### src/hdl/tsi_pkg.sv
// tsi_pkg: shared constants and types for the tolerant set intersection
// no dependencies
`default_nettype none
package tsi_pkg;
  localparam int StoreDepth = 256;
  localparam int ValBits    = 25;
  localparam int TolBits    = 21;
  localparam int CntBits    = 9;
  localparam int IdxBits    = 8;

  typedef enum logic [1:0] {
    OP_LOAD  = 2'd0,
    OP_PROBE = 2'd1,
    OP_CLEAR = 2'd2,
    OP_NONE  = 2'd3
  } op_t;

  localparam logic [TolBits-1:0] TolReset = 21'd1;

  // true when |a - b| < tol
  function automatic logic near_eq(input logic signed [ValBits-1:0] a,
                                   input logic signed [ValBits-1:0] b,
                                   input logic [TolBits-1:0] tol);
    logic signed [ValBits:0] d;
    logic [ValBits:0] mag;
    begin
      d = {a[ValBits-1], a} - {b[ValBits-1], b};
      mag = d[ValBits] ? (~d + 1'b1) : d;
      near_eq = mag < {{(ValBits+1-TolBits){1'b0}}, tol};
    end
  endfunction

  // token walking the chain of found cells
  typedef struct packed {
    logic                      vld;
    logic                      hit;
    logic signed [ValBits-1:0] val;
  } tok_t;
endpackage
`default_nettype wire

### src/hdl/tsi_cell.sv
// tsi_cell: one slot of the found list; compares the passing request
// depends on tsi_pkg
`default_nettype none
module tsi_cell (
  input  wire logic                              clk,
  input  wire logic                              rst,
  input  wire logic                              clr,
  input  wire logic                              wr,
  input  wire logic signed [tsi_pkg::ValBits-1:0] wr_val,
  input  wire logic [tsi_pkg::TolBits-1:0]        tol,
  input  wire tsi_pkg::tok_t                      tin,
  output tsi_pkg::tok_t                           tout
);
  logic                              full;
  logic signed [tsi_pkg::ValBits-1:0] slot;

  // slot storage
  always_ff @(posedge clk) begin
    if (rst || clr) full <= 1'b0;
    else if (wr) full <= 1'b1;
    if (wr) slot <= wr_val;
  end

  // pass token on, marking a hit
  always_ff @(posedge clk) begin
    if (rst) tout.vld <= 1'b0;
    else tout.vld <= tin.vld;
    tout.val <= tin.val;
    tout.hit <= tin.hit | (full & tsi_pkg::near_eq(tin.val, slot, tol));
  end
endmodule
`default_nettype wire

### config.mk
export PLATFORM = sky130hd
export DESIGN_NAME = tsi_cell
export DESIGN_NICKNAME = d
export VERILOG_FILES = /design/src/hdl/tsi_pkg.sv /design/src/hdl/tsi_cell.sv
export SDC_FILE = /design/constraint.sdc
export NUM_CORES = 1
export LEC_CHECK = 0
export BUFFER_PORTS_ARGS = -buffer_cell sky130_fd_sc_hd__buf_2
export CAP_MARGIN = 20
export CELL_PAD_IN_SITES_DETAIL_PLACEMENT = 1
export CELL_PAD_IN_SITES_GLOBAL_PLACEMENT = 1
export CORE_MARGIN = 4
export CORE_UTILIZATION = 43
export DETAILED_ROUTE_END_ITERATION = 10
export HOLD_SLACK_MARGIN = 0.1
export PLACE_DENSITY = 0.85
export SETUP_SLACK_MARGIN = 0.02
export SLEW_MARGIN = 0
export SYNTH_ARGS = -nofsm -noshare
export SYNTH_HDL_FRONTEND = slang
export SYNTH_SLANG_ARGS = --single-unit
export TNS_END_PERCENT = 30
### constraint.sdc
create_clock -name clk -period 15.1 [get_ports clk]
set_input_delay 3.02 -clock clk [delete_from_list [all_inputs] [get_ports clk]]
set_output_delay 3.02 -clock clk [all_outputs]
set_load 0.01 [all_outputs]
# Yosys cells after proc, flatten, opt, wreduce, memory -nomap -nowiden
# Index checks and enable logic that the tools add are counted.
[totals] wordCells=13 register_bits=53 in_bits=77
[classes] n_reduce_logical=1 mux=1 order_cmp=1 bitwise_logic=3 n_addsub=2
[ops] op="adder 26 x 1 -> 26 bit, second input constant" count=1
[ops] op="less-than comparator 26 x 21 -> 1 bit" count=1
[ops] op="two-way mux 26 bit" count=1
[ops] op="inverter 26 bit" count=1
[ops] op="subtractor 25 x 25 -> 26 bit" count=1
[ops] op="AND 1 bit" count=1
[ops] op="logical OR 1 bit" count=1
[ops] op="OR 1 bit" count=1

# Depth between registers and ports, before layout
[logic_depth] ltp_word=7 ltp_mapped=23

# Least setup slack after synthesis
# OpenSTA, ideal clock, no wires.
[synth_path] kind="input-to-reg" startpoint="input tin[0] in the netlist's numbering" endpoint="register tout[25] in the netlist's numbering" stages=21 setup_slack_ns=8.144 setup_time_ns=0.096 arrival_time_ns=6.860 path_buffers=0 t_required_ns=15.004 path_cell_list="inv_1 ha_1 fa_1 nor2b_1 o22ai_1 xnor2_1 nor3_1 nand2_1 nor4b_4 a21oi_1 xnor2_1 ha_1 a21o_1 a21oi_1 nor2b_1 o21ai_0 nand2b_1 a221o_1 a41oi_1 o2111ai_1 o41ai_2"
[synth_via] elab_chain_cells=7
[synth_lines] item="start, declared" line="tsi_cell.sv:11" text="input wire tsi_pkg::tok_t tin,"
[synth_lines] item="subtractor 25 x 25 -> 26 bit *" line="tsi_pkg.sv:27" text="d = {a[ValBits-1], a} - {b[ValBits-1], b};"
[synth_lines] item="inverter 26 bit" line="tsi_pkg.sv:28" text="mag = d[ValBits] ? (~d + 1'b1) : d;"
[synth_lines] item="adder 26 x 1 -> 26 bit" line="tsi_pkg.sv:28"
[synth_lines] item="two-way mux 26 bit *" line="tsi_pkg.sv:28"
[synth_lines] item="less-than comparator 26 x 21 -> 1 bit *" line="tsi_pkg.sv:29" text="near_eq = mag < {{(ValBits+1-TolBits){1'b0}}, tol};"
[synth_lines] item="AND 1 bit *" line="tsi_cell.sv:29" text="tout.hit <= tin.hit | (full & tsi_pkg::near_eq(tin.val, slot, tol));"
[synth_lines] item="OR 1 bit *" line="tsi_cell.sv:29"
[synth_lines] item="end, declared" line="tsi_cell.sv:12" text="output tsi_pkg::tok_t tout"
# Mark *: on every way between the ends. The rest lies on a longest branch, timed or not.
# A chain may end at the register's enable or synchronous reset.

# Final worst setup path
# Same ends and word-level chain as after synthesis.

==> impl_metrics.json <==
{
  "status": "completed",
  "root_buffer": "clkbuf_8",
  "dieArea_um2": 11200,
  "routed_via_density": 5.37,
  "postRouteAntennaNets": 0,
  "wl_met3_um": 457,
  "worstMarginPinSlew_ns": 0.726,
  "worst_ep_arrival_time_ns": 7.64,
  "post_drt_wl_per_cell_um": 15.4,
  "synth_seq_cells": 53,
  "post-cts-setup-buffers": 0,
  "finalHoldViolCount": 0,
  "grt_start_max_net_pins": 27,
  "power_leakage_nw": 2.33,
  "finalClockSkew_ns": 0.00473,
  "crit_required_ns": 15.32,
  "syn_nets": 592,
  "n_antenna_cell": 0,
  "tritoncts": "built",
  "drv_cap": 0,
  "ys_warn_count": 0,
  "grt_setup_unrepaired": "no",
  "synth_top_area_cell": "edfxtp_1",
  "ys_async_sr_fraction_pct": 0,
  "clock_latency_ns": 0.31,
  "critPathLaunchType": "primary input",
  "relSlewSlack_pct": 51.5,
  "route.met2.wl_mm": 5.31,
  "crit_fanout": 6,
  "grt_pass1_vias": 4081,
  "synth_fa_ha_area_share_pct": 14.5,
  "nFillCells": 1164,
  "final_max_slew_viol_count": 0,
  "multi_input_area_um2": 2560,
  "dieWidth_um": 106,
  "vdd_ir_drop_max_mv": 0.0685,
  "htreeDepth": 2,
  "hold_buffers": 0,
  "seq_area_frac_synth_pct": 31.9,
  "synth_xor_area_share_pct": 6.18,
  "final-setup-viol-count": 0,
  "powerDensity_nw_per_um2": 103,
  "min_period_over_period_pct": 49.1,
  "fmax_mhz": 135,
  "fin_total_pwr_mw": 0.500,
  "io_pins": 104,
  "die_h_um": 106,
  "postSynthAreaPerCell_um2": 8.79,
  "min_period_ns": 7.42,
  "yosys-mux-area-fraction_pct": 0.517,
  "grt-ovfl-total": 0,
  "drc_errors": 0,
  "portBuffers": 103,
  "drive_above_1_share_pct": 22.8,
  "synth-compound-area-share_pct": 24.3,
  "synth_edf_count": 25,
  "syn_inst": 468,
  "initial_core_util_pct": 44.3,
  "synth_top_family_by_area": "compound AO/OA/AOI/OAI gates",
  "core_area_um2": 9280,
  "syn_to_final_growth_pct": 18.5,
  "routed-via-count": 3762,
  "synth_area_um2": 4110,
  "gp_congestion": 0.834,
  "synth_top_area_share_pct": 18.3,
  "dr.max_layer_used": "met4",
  "tns_ns": 0,
  "endpoint_kind": "register",
  "cts_resized": 0,
  "nets": 694,
  "drt-total-wl_mm": 10.8,
  "met1Wirelength_mm": 4.88,
  "drtIter0Drc": 165,
  "dr.pass1.iters": 4,
  "clk_pin_slew_ns": 0.10,
  "cts_buffers": 5,
  "antenna_found_initial": 0,
  "cts_sinks": 53,
  "dpl.hpwl_mm": 8.95,
  "track_usage_pct": 19.7,
  "rows": 35,
  "grt_pass1_wl_mm": 18.6,
  "clk_path_buf_depth": 2,
  "hold_path_class": "reg2reg",
  "synth_cell_types": 67,
  "synth-main-ff-cell": "dfxtp_1",
  "crit_type": "in2reg",
  "regArea_um2": 1310,
  "synth_area_leaders": "edfxtp_1 (18%), ha_1 (14%), dfxtp_1 (14%), inv_1 (4.9%), a21oi_1 (3.9%)",
  "synthSimpleGateAreaFrac_pct": 16.8
}
==> layout by cell type, fill, tap and decap left out, types with 12 or more instances in the layout <==
cell      Yosys  routed
nand2_1      29      29
o21ai_0      25      25
ha_1         46      46
buf_2         2     103
nor2_1       35      35
edfxtp_1     25      25
nor3_1       12      12
inv_1        54      54
dfxtp_1      28      28
a21oi_1      32      32
xor2_1       12      12
xnor2_1      17      17
==> path summary, 6_finish.rpt <==
check             cells after the start       end  startpoint  slack (ns)
setup / recovery                     20  tout[25]      tin[0]        7.68
setup reg to reg                     18  tout[25]     slot[0]       10.13
hold / removal                        2      full        full        0.51
hold reg to reg                       2      full        full        0.51
==> final cells by class <==
type | count | share of cell area [%]
clock buffers | 5 | 1.41
clock inverters | 3 | 0.976
inverters | 55 | 4.24
multi-input cells | 352 | 52.6
well taps | 129 | 3.31
repair buffers | 103 | 10.6
flip-flops and latches | 53 | 26.9
==> registers in the layout, summed over array words and instances (netlist names) <==
signal  cells
full        1
slot       25
tout       27
==> through the flow <==
stage	worst slack, ns	area, um2	util (%)	hold WS [ns]	cells
final	7.68	4870	52.5	0.513	700
after global routing	7.43	4870	52.5	0.557	700
after CTS	7.73	4870	52.5	0.526	700
after detailed placement	7.41	4760	51.2	0.510	692
after global placement	7.71	4760	51.2	0.499	692
after floorplan	8.14	4110	-	0.467	468
==> cells in the mapped netlist (2+ instances only) <==
cell type  number
a2111oi_2       2
a211o_1         3
a211oi_1        6
a211oi_2        2
a21boi_0        5
a21o_1          9
a21oi_1        32
a22o_1          2
a31oi_1         8
and2_1          3
and3_1          5
and3b_1         2
buf_2           2
clkbuf_1        6
dfxtp_1        28
edfxtp_1       25
ha_1           46
inv_1          54
nand2_1        29
nand2b_1        8
nand3_1         8
nand4_1         4
nor2_1         35
nor2b_1         4
nor3_1         12
nor3b_1         3
nor4_1          4
nor4b_4         2
o211a_1         3
o211ai_1        6
o21a_1          7
o21ai_0        25
o21ai_1         5
o21bai_1        3
o22ai_1         3
o31ai_1         4
o41ai_1         2
or2_2           3
or3_1           3
xnor2_1        17
xor2_1         12
==> layer usage <==
metal | GRT usage [%] | vias to the layer above
met1 | 25.2 | 1770
met4 | 3.89 | 0
met3 | 2.94 | 8
li1 | - | 1893
met2 | 35.4 | 91
met5 | 0 | -
==> critical path, cell delays in order <==
cell and delay [ns]:
buf_2 0.09, inv_1 0.04, ha_1 0.21, fa_1 0.40, nor2b_1 0.23, o22ai_1 0.14, xnor2_1 0.19, a2111oi_2 0.47
nor3b_1 0.66, a31oi_1 0.21, xor2_1 0.18, ha_1 0.30, a21oi_1 0.19, nor2b_1 0.08, o21ai_0 0.16, nand2b_1 0.07
a221o_1 0.30, a41oi_1 0.24, o2111ai_1 0.14, o41ai_2 0.30
==> cells by family after synthesis <==
group,after synthesis
flops,53
fa+ha+maj,47
buf+inv,63
simple gates,131
compound gates,143
xor+xnor,29
mux,2
==> report_power, final <==
part / internal (mW) / switching (mW) / total [mW]
registers: 0.160 / 0.00241 / 0.163
clock network: 0.0507 / 0.0516 / 0.102
logic: 0.0979 / 0.137 / 0.235
total: 0.309 / 0.191 / 0.500
No activity file was read; power rests on OpenSTA's default activity.
